--- config.mk ---
export PLATFORM = sky130hd
export DESIGN_NAME = caller_id_sdmf_parser_top
export DESIGN_NICKNAME = d
export VERILOG_FILES = /design/src/cidp_pkg.sv /design/src/cidp_ctrl.sv /design/src/cidp_datapath.sv /design/src/caller_id_sdmf_parser_top.sv
export SDC_FILE = /design/constraint.sdc
export NUM_CORES = 1
export LEC_CHECK = 0
export BUFFER_PORTS_ARGS = -buffer_cell sky130_fd_sc_hd__clkbuf_2
export CAP_MARGIN = 5
export CORE_UTILIZATION = 60
export DETAILED_ROUTE_END_ITERATION = 8
export PLACE_DENSITY = 0.79
export SLEW_MARGIN = 0
export SYNTH_ARGS = -nofsm -noshare
export SYNTH_HDL_FRONTEND = slang
export SYNTH_SLANG_ARGS = --single-unit
--- constraint.sdc ---
create_clock -name clk -period 5.36 [get_ports clk]
set_clock_uncertainty 0.2 [all_clocks]
set_input_delay 0.268 -clock clk [delete_from_list [all_inputs] [get_ports clk]]
set_output_delay 0.268 -clock clk [all_outputs]
set_load 0.05 [all_outputs]
--- src/cidp_pkg.sv ---
// shared types and constants for the caller-id sdmf parser
package cidp_pkg;

    typedef enum logic {
        ST_COLLECT,
        ST_EMIT
    } cidp_state_t;

    localparam logic [1:0] STATUS_OK    = 2'd0;
    localparam logic [1:0] STATUS_TYPE  = 2'd1;
    localparam logic [1:0] STATUS_SHORT = 2'd2;
    localparam logic [1:0] STATUS_RANGE = 2'd3;

    localparam logic [7:0] DIGIT_BASE   = 8'd48;
    localparam logic [7:0] TYPE_RESET   = 8'd4;
    localparam int         TIME_START   = 2;
    localparam int         NUM_START    = 10;
    localparam int         TIME_CHARS   = 8;
    localparam int         TRAILER      = 3;
    localparam int         OUT_W        = 64;

    // controller to datapath
    typedef struct packed {
        logic take;
        logic emit;
        logic clear;
    } cidp_cmd_t;

    // datapath to controller
    typedef struct packed {
        logic out_free;
        logic last_result;
    } cidp_sts_t;

endpackage

--- src/cidp_ctrl.sv ---
// control state machine: collect frame bytes, then emit the result burst
module cidp_ctrl
    import cidp_pkg::*;
(
    input  logic        clk,
    input  logic        rst_n,
    input  logic        s_tvalid,
    input  logic        s_tlast,
    output logic        s_tready,
    input  cidp_sts_t   sts,
    output cidp_cmd_t   cmd
);

    cidp_state_t state_reg;
    cidp_state_t state_next;

    always_ff @(posedge clk or negedge rst_n)
    begin
        if (!rst_n)
        begin
            state_reg <= ST_COLLECT;
        end
        else
        begin
            state_reg <= state_next;
        end
    end

    always_comb
    begin
        state_next = state_reg;
        case (state_reg)
            ST_COLLECT:
            begin
                if (s_tvalid && s_tlast)
                begin
                    state_next = ST_EMIT;
                end
            end
            ST_EMIT:
            begin
                if (sts.out_free && sts.last_result)
                begin
                    state_next = ST_COLLECT;
                end
            end
            default:
            begin
                state_next = ST_COLLECT;
            end
        endcase
    end

    always_comb
    begin
        s_tready  = 1'b0;
        cmd.take  = 1'b0;
        cmd.emit  = 1'b0;
        cmd.clear = 1'b0;
        case (state_reg)
            ST_COLLECT:
            begin
                s_tready = 1'b1;
                cmd.take = s_tvalid;
            end
            ST_EMIT:
            begin
                cmd.emit  = sts.out_free;
                // frame state goes back to zero with the final word
                cmd.clear = sts.out_free && sts.last_result;
            end
            default:
            begin
                s_tready = 1'b0;
            end
        endcase
    end

endmodule

--- src/cidp_datapath.sv ---
// frame registers, number store, result selection and output register
module cidp_datapath
    import cidp_pkg::*;
#(
    parameter int NUMBER_CHARS = 16,
    parameter int MAX_FRAME    = 32
)
(
    input  logic              clk,
    input  logic              rst_n,
    input  logic              cfg_we,
    input  logic [7:0]        cfg_wdata,
    input  logic [7:0]        data_byte,
    input  cidp_cmd_t         cmd,
    output cidp_sts_t         sts,
    output logic              m_tvalid,
    input  logic              m_tready,
    output logic [OUT_W-1:0]  m_tdata,
    output logic              m_tlast
);

    localparam int POS_W = $clog2(MAX_FRAME + 1);
    localparam int IDX_W = (NUMBER_CHARS > 1) ? $clog2(NUMBER_CHARS) : 1;
    localparam int CNT_W = $clog2(NUMBER_CHARS + 1);

    logic [7:0]       type_reg;
    logic [POS_W-1:0] pos_reg,    pos_next;
    logic [7:0]       len_reg,    len_next;
    logic             type_ok_reg, type_ok_next;
    logic [7:0]       month_reg,  month_next;
    logic [7:0]       day_reg,    day_next;
    logic [7:0]       hour_reg,   hour_next;
    logic [7:0]       minute_reg, minute_next;
    logic [7:0]       check_reg,  check_next;
    logic [CNT_W-1:0] idx_reg,    idx_next;
    logic             valid_reg,  valid_next;
    logic [OUT_W-1:0] data_reg,   data_next;
    logic             last_reg,   last_next;

    logic [7:0]       store [NUMBER_CHARS];
    logic             store_we;
    logic [IDX_W-1:0] store_addr;
    logic [7:0]       store_q;

    logic [8:0]       pos9;
    logic [8:0]       off9;
    logic [7:0]       digit;
    logic [7:0]       digit_val;
    logic [1:0]       digit_sel;
    logic [9:0]       count10;
    logic             err_short;
    logic             err_range;
    logic [1:0]       status;
    logic             good;
    logic [8:0]       nlen9;
    logic [8:0]       result_cnt;
    logic             is_last;
    logic             char_valid;
    logic [7:0]       number_char;

    always_ff @(posedge clk or negedge rst_n)
    begin
        if (!rst_n)
        begin
            type_reg <= TYPE_RESET;
        end
        else if (cfg_we)
        begin
            type_reg <= cfg_wdata;
        end
    end

    // byte intake
    always_comb
    begin
        pos9      = 9'(pos_reg);
        off9      = pos9 - 9'(NUM_START);
        digit     = data_byte - DIGIT_BASE;
        digit_sel = 2'((pos9 - 9'(TIME_START)) >> 1);

        pos_next     = pos_reg;
        len_next     = len_reg;
        type_ok_next = type_ok_reg;
        month_next   = month_reg;
        day_next     = day_reg;
        hour_next    = hour_reg;
        minute_next  = minute_reg;
        check_next   = check_reg;
        store_we     = 1'b0;
        store_addr   = off9[IDX_W-1:0];

        // tens digit opens the value, units digit adds to it
        if (!pos9[0])
        begin
            digit_val = (digit << 3) + (digit << 1);
        end
        else
        begin
            digit_val = 8'd0;
            case (digit_sel)
                2'd0:    digit_val = month_reg + digit;
                2'd1:    digit_val = day_reg + digit;
                2'd2:    digit_val = hour_reg + digit;
                default: digit_val = minute_reg + digit;
            endcase
        end

        if (cmd.clear)
        begin
            pos_next     = '0;
            len_next     = '0;
            type_ok_next = 1'b0;
            month_next   = '0;
            day_next     = '0;
            hour_next    = '0;
            minute_next  = '0;
            check_next   = '0;
        end
        else if (cmd.take && (pos_reg < POS_W'(MAX_FRAME)))
        begin
            pos_next = pos_reg + 1'b1;
            if (pos9 == 9'd0)
            begin
                type_ok_next = (data_byte == type_reg);
            end
            else if (pos9 == 9'd1)
            begin
                len_next = data_byte;
            end
            else
            begin
                if (pos9 < 9'(NUM_START))
                begin
                    case (digit_sel)
                        2'd0:    month_next  = digit_val;
                        2'd1:    day_next    = digit_val;
                        2'd2:    hour_next   = digit_val;
                        default: minute_next = digit_val;
                    endcase
                end
                else if (off9 < 9'(NUMBER_CHARS))
                begin
                    store_we = 1'b1;
                end
                if (pos9 == (9'(len_reg) + 9'd2))
                begin
                    check_next = data_byte;
                end
            end
        end
    end

    // read data follows the index of the next cycle
    always_ff @(posedge clk)
    begin
        if (store_we)
        begin
            store[store_addr] <= data_byte;
        end
        store_q <= store[idx_next[IDX_W-1:0]];
    end

    // frame verdict, wrong type first, then short, then length range
    always_comb
    begin
        count10   = 10'(pos_reg);
        err_short = count10 < (10'(len_reg) + 10'(TRAILER));
        err_range = (len_reg < 8'(TIME_CHARS))
                    || (9'(len_reg) > 9'(TIME_CHARS + NUMBER_CHARS));
        if (!type_ok_reg)
        begin
            status = STATUS_TYPE;
        end
        else if (err_short)
        begin
            status = STATUS_SHORT;
        end
        else if (err_range)
        begin
            status = STATUS_RANGE;
        end
        else
        begin
            status = STATUS_OK;
        end
        good       = (status == STATUS_OK);
        nlen9      = 9'(len_reg) - 9'(TIME_CHARS);
        char_valid = good && (nlen9 != 9'd0);
        result_cnt = char_valid ? nlen9 : 9'd1;
        is_last    = (9'(idx_reg) + 9'd1) == result_cnt;
        number_char = char_valid ? store_q : 8'd0;
    end

    assign sts.last_result = is_last;
    assign sts.out_free    = !valid_reg || m_tready;

    always_comb
    begin
        idx_next   = idx_reg;
        valid_next = valid_reg;
        data_next  = data_reg;
        last_next  = last_reg;
        if (m_tready)
        begin
            valid_next = 1'b0;
        end
        if (cmd.emit)
        begin
            valid_next = 1'b1;
            last_next  = is_last;
            data_next  = {char_valid,
                          number_char,
                          good ? nlen9[4:0] : 5'd0,
                          len_reg,
                          good ? check_reg : 8'd0,
                          good ? minute_reg : 8'd0,
                          good ? hour_reg : 8'd0,
                          good ? day_reg : 8'd0,
                          good ? month_reg : 8'd0,
                          status};
            idx_next   = cmd.clear ? '0 : idx_reg + 1'b1;
        end
    end

    always_ff @(posedge clk or negedge rst_n)
    begin
        if (!rst_n)
        begin
            pos_reg     <= '0;
            len_reg     <= '0;
            type_ok_reg <= 1'b0;
            month_reg   <= '0;
            day_reg     <= '0;
            hour_reg    <= '0;
            minute_reg  <= '0;
            check_reg   <= '0;
            idx_reg     <= '0;
            valid_reg   <= 1'b0;
        end
        else
        begin
            pos_reg     <= pos_next;
            len_reg     <= len_next;
            type_ok_reg <= type_ok_next;
            month_reg   <= month_next;
            day_reg     <= day_next;
            hour_reg    <= hour_next;
            minute_reg  <= minute_next;
            check_reg   <= check_next;
            idx_reg     <= idx_next;
            valid_reg   <= valid_next;
        end
    end

    always_ff @(posedge clk)
    begin
        data_reg <= data_next;
        last_reg <= last_next;
    end

    assign m_tvalid = valid_reg;
    assign m_tdata  = data_reg;
    assign m_tlast  = last_reg;

endmodule

--- src/caller_id_sdmf_parser_top.sv ---
// caller-id sdmf parser: one frame byte per cycle, result burst at frame end
// after the last byte is taken, the emit state registers the first result word
// throughput: 1 byte per cycle while collecting; the burst gives 1 word per cycle unless
// stalled (number length words, or one if none or on error), no byte taken meanwhile
// reset: asynchronous active-low, frame state and output valid cleared,
// message type register back to 4; the number store is not cleared
module caller_id_sdmf_parser_top
    import cidp_pkg::*;
#(
    parameter int NUMBER_CHARS = 16,
    parameter int MAX_FRAME    = 32
)
(
    input  logic              clk,
    input  logic              rst_n,
    input  logic              cfg_we,
    input  logic [7:0]        cfg_wdata,     // message_type
    input  logic              s_tvalid,
    output logic              s_tready,
    input  logic [7:0]        s_tdata,       // data_byte
    input  logic              s_tlast,       // frame_end
    output logic              m_tvalid,
    input  logic              m_tready,
    // status[1:0] month[9:2] day[17:10] hour[25:18] minute[33:26]
    // check_byte[41:34] message_length[49:42] number_length[54:50]
    // number_char[62:55] char_valid[63]
    output logic [OUT_W-1:0]  m_tdata,
    output logic              m_tlast        // last
);

    cidp_cmd_t cmd;
    cidp_sts_t sts;

    cidp_ctrl u_ctrl
    (
        .clk      (clk),
        .rst_n    (rst_n),
        .s_tvalid (s_tvalid),
        .s_tlast  (s_tlast),
        .s_tready (s_tready),
        .sts      (sts),
        .cmd      (cmd)
    );

    cidp_datapath #(
        .NUMBER_CHARS (NUMBER_CHARS),
        .MAX_FRAME    (MAX_FRAME)
    ) u_datapath
    (
        .clk       (clk),
        .rst_n     (rst_n),
        .cfg_we    (cfg_we),
        .cfg_wdata (cfg_wdata),
        .data_byte (s_tdata),
        .cmd       (cmd),
        .sts       (sts),
        .m_tvalid  (m_tvalid),
        .m_tready  (m_tready),
        .m_tdata   (m_tdata),
        .m_tlast   (m_tlast)
    );

endmodule

# Word-level counts from Yosys, hierarchy flattened
# Memory sizes are Yosys's and may differ from the RTL's. A register that Yosys moved wholly into a read port is not among the register bits.
# Cells that the tools add are included.
[totals] register_bits=135 ram_bits=128 inputBits=22 output_inout_bits=67 wordCells=138 memories=1
[memory_table] memory="u_datapath.store" words=16 word_bits=8 read_ports=1 rd_clocked_by_memory_dff=1 write_ports=1 line="cidp_datapath.sv:40" text="logic [7:0] store [NUMBER_CHARS];"
[op_classes] addsub=14 magnitude_cmp=6 eq_ne=9 n_mux=62 bitwise_logic=1 n_reduce_logical=28
[op_table] operator="$mux 8" n=34
[op_table] operator="$add 8x8->8" n=5
[op_table] operator="$pmux 8 s3" n=1
[op_table] operator="$reduce_and 5->1" n=4
[op_table] operator="$add 8x2->9 const B" n=2
[op_table] operator="$reduce_bool 2->1" n=9
[op_table] operator="$mux 1" n=17
[op_table] operator="$mux 6" n=2
[op_table] operator="$eq 6x9->1" n=1
[op_table] operator="$eq 9x9->1" n=1
[op_table] operator="$lt 6x9->1" n=1
[op_table] operator="$lt 9x5->1 const B" n=1
[op_table] operator="$mux 9" n=1
[op_table] operator="$reduce_bool 9->1" n=1
[op_table] operator="$sub 8x4->9 const B" n=1
[op_table] operator="$eq 8x8->1" n=1
[op_table] operator="$gt 8x5->1 const B" n=1
[op_table] operator="$lt 8x4->1 const B" n=1
[op_table] operator="$mux 2" n=4
[op_table] operator="$sub 8x6->8 const B" n=1
[op_table] operator="$sub 6x4->7 const B" n=1
[op_table] operator="$add 5x1->6 const B" n=1
[op_table] operator="$add 6x1->6 const B" n=1
[op_table] operator="$eq 6x1->1 const B" n=1
[op_table] operator="20 further kinds" n=27

# Depth between registers and ports, before layout
[logic_depth] word_depth=14 ltp_mapped=21 mapped_depth_nobuf=17

# Modules after synthesis
# A second synthesis with hierarchy kept.
[unflattened] hier_cells=837 area_unflattened_um2=12346.8
[by_module_without_submodules] mod="cidp_datapath" instances=1 cells_each=830 area_per_inst_um2=12279.3 seq_area_each_um2=7683.6
[by_module_without_submodules] mod="cidp_ctrl" instances=1 cells_each=7 area_per_inst_um2=67.6 seq_area_each_um2=25.0

# Worst setup path before layout
# OpenSTA, ideal clock, no wires.
[synth_path] path_type="reg-to-reg" startpoint="reg u_datapath.valid_reg (netlist: u_datapath.m_tvalid)" endpoint="reg u_datapath.month_reg[3]" setup_ns=0.135 arrival_time_ns=4.636 t_required_ns=5.025 path_slack_ns=0.389 stages_incl_launch_ff=11 path_buffers=4 synth_period_minus_slack_ns=4.971 cell_sequence="dfrtp_1 > nand2b_1 > nand2_1 > inv_1 > clkbuf_1 > buf_1 > clkbuf_1 > nand2_1 > clkbuf_1 > nand3_1 > o21ai_0"
[synth_between] elab_chain_cells=6 word_cells_on_any_way=11 cone_classes="2 x eq/ne; 2 x mux; 7 x reduce/logical"
[synth_lines] item="start, declared" line="cidp_datapath.sv:36" text="logic valid_reg, valid_next;"
[synth_lines] item="start signal, assigned" line="cidp_datapath.sv:251" text="valid_reg <= valid_next;"
[synth_lines] item="$logic_not 1->1 *" line="cidp_datapath.sv:195" text="assign sts.out_free = !valid_reg || m_tready;"
[synth_lines] item="$logic_or 1x1->1 *" line="cidp_datapath.sv:195"
[synth_lines] item="$logic_and 1x1->1 *" line="cidp_ctrl.sv:70" text="cmd.clear = sts.out_free && sts.last_result;"
[synth_lines] item="$mux 2 *" line="cidp_ctrl.sv:60" text="case (state_reg)"
[synth_lines] item="$ne 2x1->1 (no line) / $reduce_bool 2->1 (equally long branches)"
[synth_lines] item="$reduce_and 5->1 (no line)"
[synth_lines] item="end signal, assigned" line="cidp_datapath.sv:245" text="month_reg <= month_next;"
[synth_lines] item="end, declared" line="cidp_datapath.sv:30" text="logic [7:0] month_reg, month_next;"
# Mark *: on every way between the ends. The rest lies on a longest branch, timed or not.
# A chain may end at the register's enable or synchronous reset.

# Worst setup path in the final report
[layout_path] startpoint="reg u_datapath.len_reg[1]" endpoint="reg u_datapath.store_q[3], read port of u_datapath.store"
[layout_between] elab_chain_cells=13 word_cells_on_any_way=18 cone_classes="2 x add/sub; 3 x order compare; 1 x eq/ne; 7 x mux; 5 x reduce/logical"
[layout_lines] item="start, declared" line="cidp_datapath.sv:28" text="logic [7:0] len_reg, len_next;"
[layout_lines] item="start signal, assigned" line="cidp_datapath.sv:243" text="len_reg <= len_next;"
[layout_lines] item="branches (longest 7 deep; another with $add 8x2->9)"
[layout_lines] item="$mux 9 *" line="cidp_datapath.sv:189" text="result_cnt = char_valid ? nlen9 : 9'd1;"
[layout_lines] item="$eq 9x9->1 *" line="cidp_datapath.sv:190" text="is_last = (9'(idx_reg) + 9'd1) == result_cnt;"
[layout_lines] item="$logic_and 1x1->1 *" line="cidp_ctrl.sv:70"
[layout_lines] item="$mux 2 *" line="cidp_ctrl.sv:60"
[layout_lines] item="$mux 5 *" line="cidp_datapath.sv:221" text="idx_next = cmd.clear ? '0 : idx_reg + 1'b1;"
[layout_lines] item="$mux 4 *" line="cidp_datapath.sv:207" text="if (cmd.emit)"
[layout_lines] item="end, declared" line="cidp_datapath.sv:43" text="logic [7:0] store_q;"
# Mark *: on every way between the ends.

==> flow_summary.yaml <==
floorplanning:
  die_h_microns: 152.9
  initial_core_util_pct: 61.87
  design.core.area_sq_um: 22090
  ios: 89
  rows: 54
  die_width_microns: 152.9
  floorplan.die_area_sq_um: 23390
sta:
  max_freq_mhz: 196.2
  final_hold_viol_count: 0
  timing.final.max_slew_violations: 0
  max_slew.worst_pin.slew_ns: 1.058
  final-setup-viol-count: 0
  final.period_utilization_pct: 95.08
  fin_crit_ns: 5.096
  setup_total_negative_slack_ns: 0
  max_slew_margin_pct: 29.31
placed_design:
  dp.cells: 1512
  globalplace.congestion: 0.9302
  number_of_i_o_port_buffers: 88
  place_hpwl_mm: 21.12
worst_setup_path:
  worstPathArrival_ns: 5.34
  endpoint_kind: "flip-flop"
  crit_path_start: "u_datapath.len_reg[1]"
  crit_path_end: "u_datapath.store_q[3]"
  ff_to_ff_setup_slack_ns: 0.26
  rr_worst_depth: 18
  worst-setup-path-type: "flip-flop to flip-flop"
  timing.critical_path.from_type: "flip-flop"
  r2r-start: "u_datapath.len_reg[1]"
  crit_fanout: 27
  timing.critical_path.required_ns: 5.60
  critical_path.reg2reg.endpoint: "u_datapath.store_q[3]"
synth:
  yosysTopAreaCell: "sky130_fd_sc_hd__edfxtp_1"
  synth_largest_type_area_fraction_pct: 42.40
  synth-edff-count: 193
  synth-seq-cells: 271
  yosys.cell_count.top_type: "sky130_fd_sc_hd__edfxtp_1"
  synthArstFlopShare_pct: 25.83
  synthesis.area_per_instance_sq_um: 11.24
  yosysWarningCount: 0
  synth.lib_cells_used.distinct: 60
  syn-cell-area_sq_um: 13670
  synth_flop_cell: "sky130_fd_sc_hd__edfxtp_1"
  yosys-top-cells-area: "sky130_fd_sc_hd__edfxtp_1 42%, sky130_fd_sc_hd__dfrtp_1 13%, sky130_fd_sc_hd__mux2_2 4.4%"
  synth_seq_area_share_pct: 56.39
  synth_nets: 1272
  synthTopCellsByCount: "193 x sky130_fd_sc_hd__edfxtp_1, 134 x sky130_fd_sc_hd__nand2_1, 84 x sky130_fd_sc_hd__nand3_1"
  netlist_instances: 1216
global_routing:
  grt.overflow.total: 0
  grt_max_degree: 113
  globalRouteTotalUtil_pct: 29.45
  antenna_found_initial: 0
  grt_pass1_vias: 9686
  first_pass_grt_wire_length_mm: 53.80
route:
  wire_per_inst_microns: 21.58
  routed_via_density: 6.403
  drt-pass1-iter-count: 6
  num_vias: 10161
  drt_first_iter_violations: 1251
  final_routed_drc_violation_total: 0
  wirelength_mm: 34.25
  final_antenna_net_count: 0
cts:
  tritoncts.num_buffers: 28
  clock_input_transition_at_the_sequential_cells_of_the_worst_setup_and_hold_paths_ns: 0.06
  clock-root-buffer: "sky130_fd_sc_hd__clkbuf_16"
  tritoncts_clock_tree: "built"
  ctsHtreeMaxLevel: 1
  clockBufferDepth: 3
  cts.sink_count: 271
  worst_skew_pair.late_latency_ns: 0.55
power_and_ir_drop:
  maximum_resistive_drop_on_vdd_mv: 0.3099
  pwr_density_cell_nw_per_um2: 549.2
  power_leakage_nw: 6.027
hold_path:
  min-delay-path-class: "primary input to flip-flop"
  hold_start: "s_tdata[0]"
layout:
  num-fill-cells: 1549
  area.growth.synth_to_final_pct: 12.92
  largest_reg_flops: 128
  final_nets: 1341
  insertedDiodeCount: 0
  max_flop_register: "u_datapath.store"
  stdcell_count: 1587
  final_layout_size_suffix_gt1_share_pct: 18.13
outcome:
  status: "finished, final reports clean"
job:
  cap_violations: 0
critical path, cell delays in order, from the launching register on:
cell                       delay (ns)
sky130_fd_sc_hd__dfrtp_1         0.53
sky130_fd_sc_hd__inv_1           0.16
sky130_fd_sc_hd__ha_1            0.23
sky130_fd_sc_hd__a21o_1          0.21
sky130_fd_sc_hd__xnor2_1         0.14
sky130_fd_sc_hd__ha_1            0.29
sky130_fd_sc_hd__o211ai_1        0.08
sky130_fd_sc_hd__a21oi_1         0.21
sky130_fd_sc_hd__o221a_2         0.41
sky130_fd_sc_hd__a311o_1         0.21
sky130_fd_sc_hd__a222oi_1        0.10
sky130_fd_sc_hd__buf_4           0.16
sky130_fd_sc_hd__buf_4           0.15
sky130_fd_sc_hd__nor2_4          0.45
sky130_fd_sc_hd__buf_6           0.34
sky130_fd_sc_hd__mux2_2          0.37
sky130_fd_sc_hd__o21ai_0         0.36
sky130_fd_sc_hd__o211ai_1        0.16
sky130_fd_sc_hd__and3_1          0.22
stage by stage:
step / cell area (sq um) / setup WS, ns / hold WS, ns / utilization [%] / total power, mW
2_1_floorplan: 13670 / 0.3892 / -0.2276 / - / 5.551
6_report: 15440 / 0.2640 / 0.05395 / 69.87 / 8.478
4_1_cts: 15410 / 0.1592 / 0.04016 / 69.75 / 8.392
3_5_place_dp: 14260 / 0.1938 / 0.2819 / 64.55 / 6.392
5_1_grt: 15440 / -0.01113 / 0.05005 / 69.87 / 8.871
3_3_place_gp: 14260 / 0.3769 / 0.2738 / 64.55 / 6.293
how the worst min path moves through the flow:
stage / slack, ns / depth (start not counted) / to
2_1_floorplan: -0.23 / 0 / u_ctrl.state_reg
3_3_place_gp: 0.27 / 1 / u_datapath.check_reg[2]
3_5_place_dp: 0.28 / 1 / u_datapath.check_reg[1]
4_1_cts: 0.04 / 4 / u_datapath.type_ok_reg
5_1_grt: 0.05 / 2 / u_datapath.store[7][0]
6_report: 0.05 / 2 / u_datapath.store[15][0]
cell usage in the layout (no fill, tap or decap), drive strengths merged, types with 16 or more instances in the layout:
cell type / Yosys / final
clkbuf: 74 / 129
a31oi: 20 / 20
dlygate4sd3: 0 / 20
and2: 39 / 39
dfrtp: 69 / 69
nand2b: 23 / 23
o21ai: 49 / 49
mux2: 53 / 53
or4b: 16 / 16
mux2i: 43 / 43
nor2: 83 / 84
nand2: 134 / 134
xnor2: 29 / 29
nand3b: 17 / 17
ha: 32 / 32
buf: 16 / 21
and3: 21 / 21
a21oi: 38 / 38
o211ai: 44 / 44
nand3: 84 / 84
edfxtp: 193 / 193
inv: 22 / 22
layer usage:
layer  up-vias  wire, microns  GRT usage (%)
met1      5003          14590          43.16
met4         0            677          7.792
met3        67           3072          4.168
met2       497          15910          46.37
met5         -              0              0
li1       4594              -              -
power breakdown:
group          internal [mW]  switching, mW
sequential              2.63          0.283
combinational           1.16           2.41
clock                   1.18          0.813
final cells by class:
cell class / count / area, sq um / share of cell area [%]
Sequential cell: 271 / 7712 / 49.96
Multi-Input combinational cell: 834 / 5542 / 35.90
Clock buffer: 42 / 844.6 / 5.471
Timing Repair Buffer: 128 / 797.0 / 5.163
Tap cell: 280 / 350.3 / 2.270
Clock inverter: 10 / 105.1 / 0.6809
Inverter: 22 / 85.08 / 0.5512
cells by family after synthesis:
family,synth area share [%]
AOI/OAI and AO/OA,10.58
xor gates and xnor gates,2.691
adders and majority gates,3.222
buffers and inverters,3.286
DFF,56.39
muxes,7.515
and+or+nand+nor,16.31
repair_timing:
item,in CTS,in global routing
resized for setup,0,1
setup endpoints to repair,0,24
hold buffers,20,0
setup buffers,0,2
endpoints found under the hold margin,79,0
No activity file was read; power rests on OpenSTA's default activity.
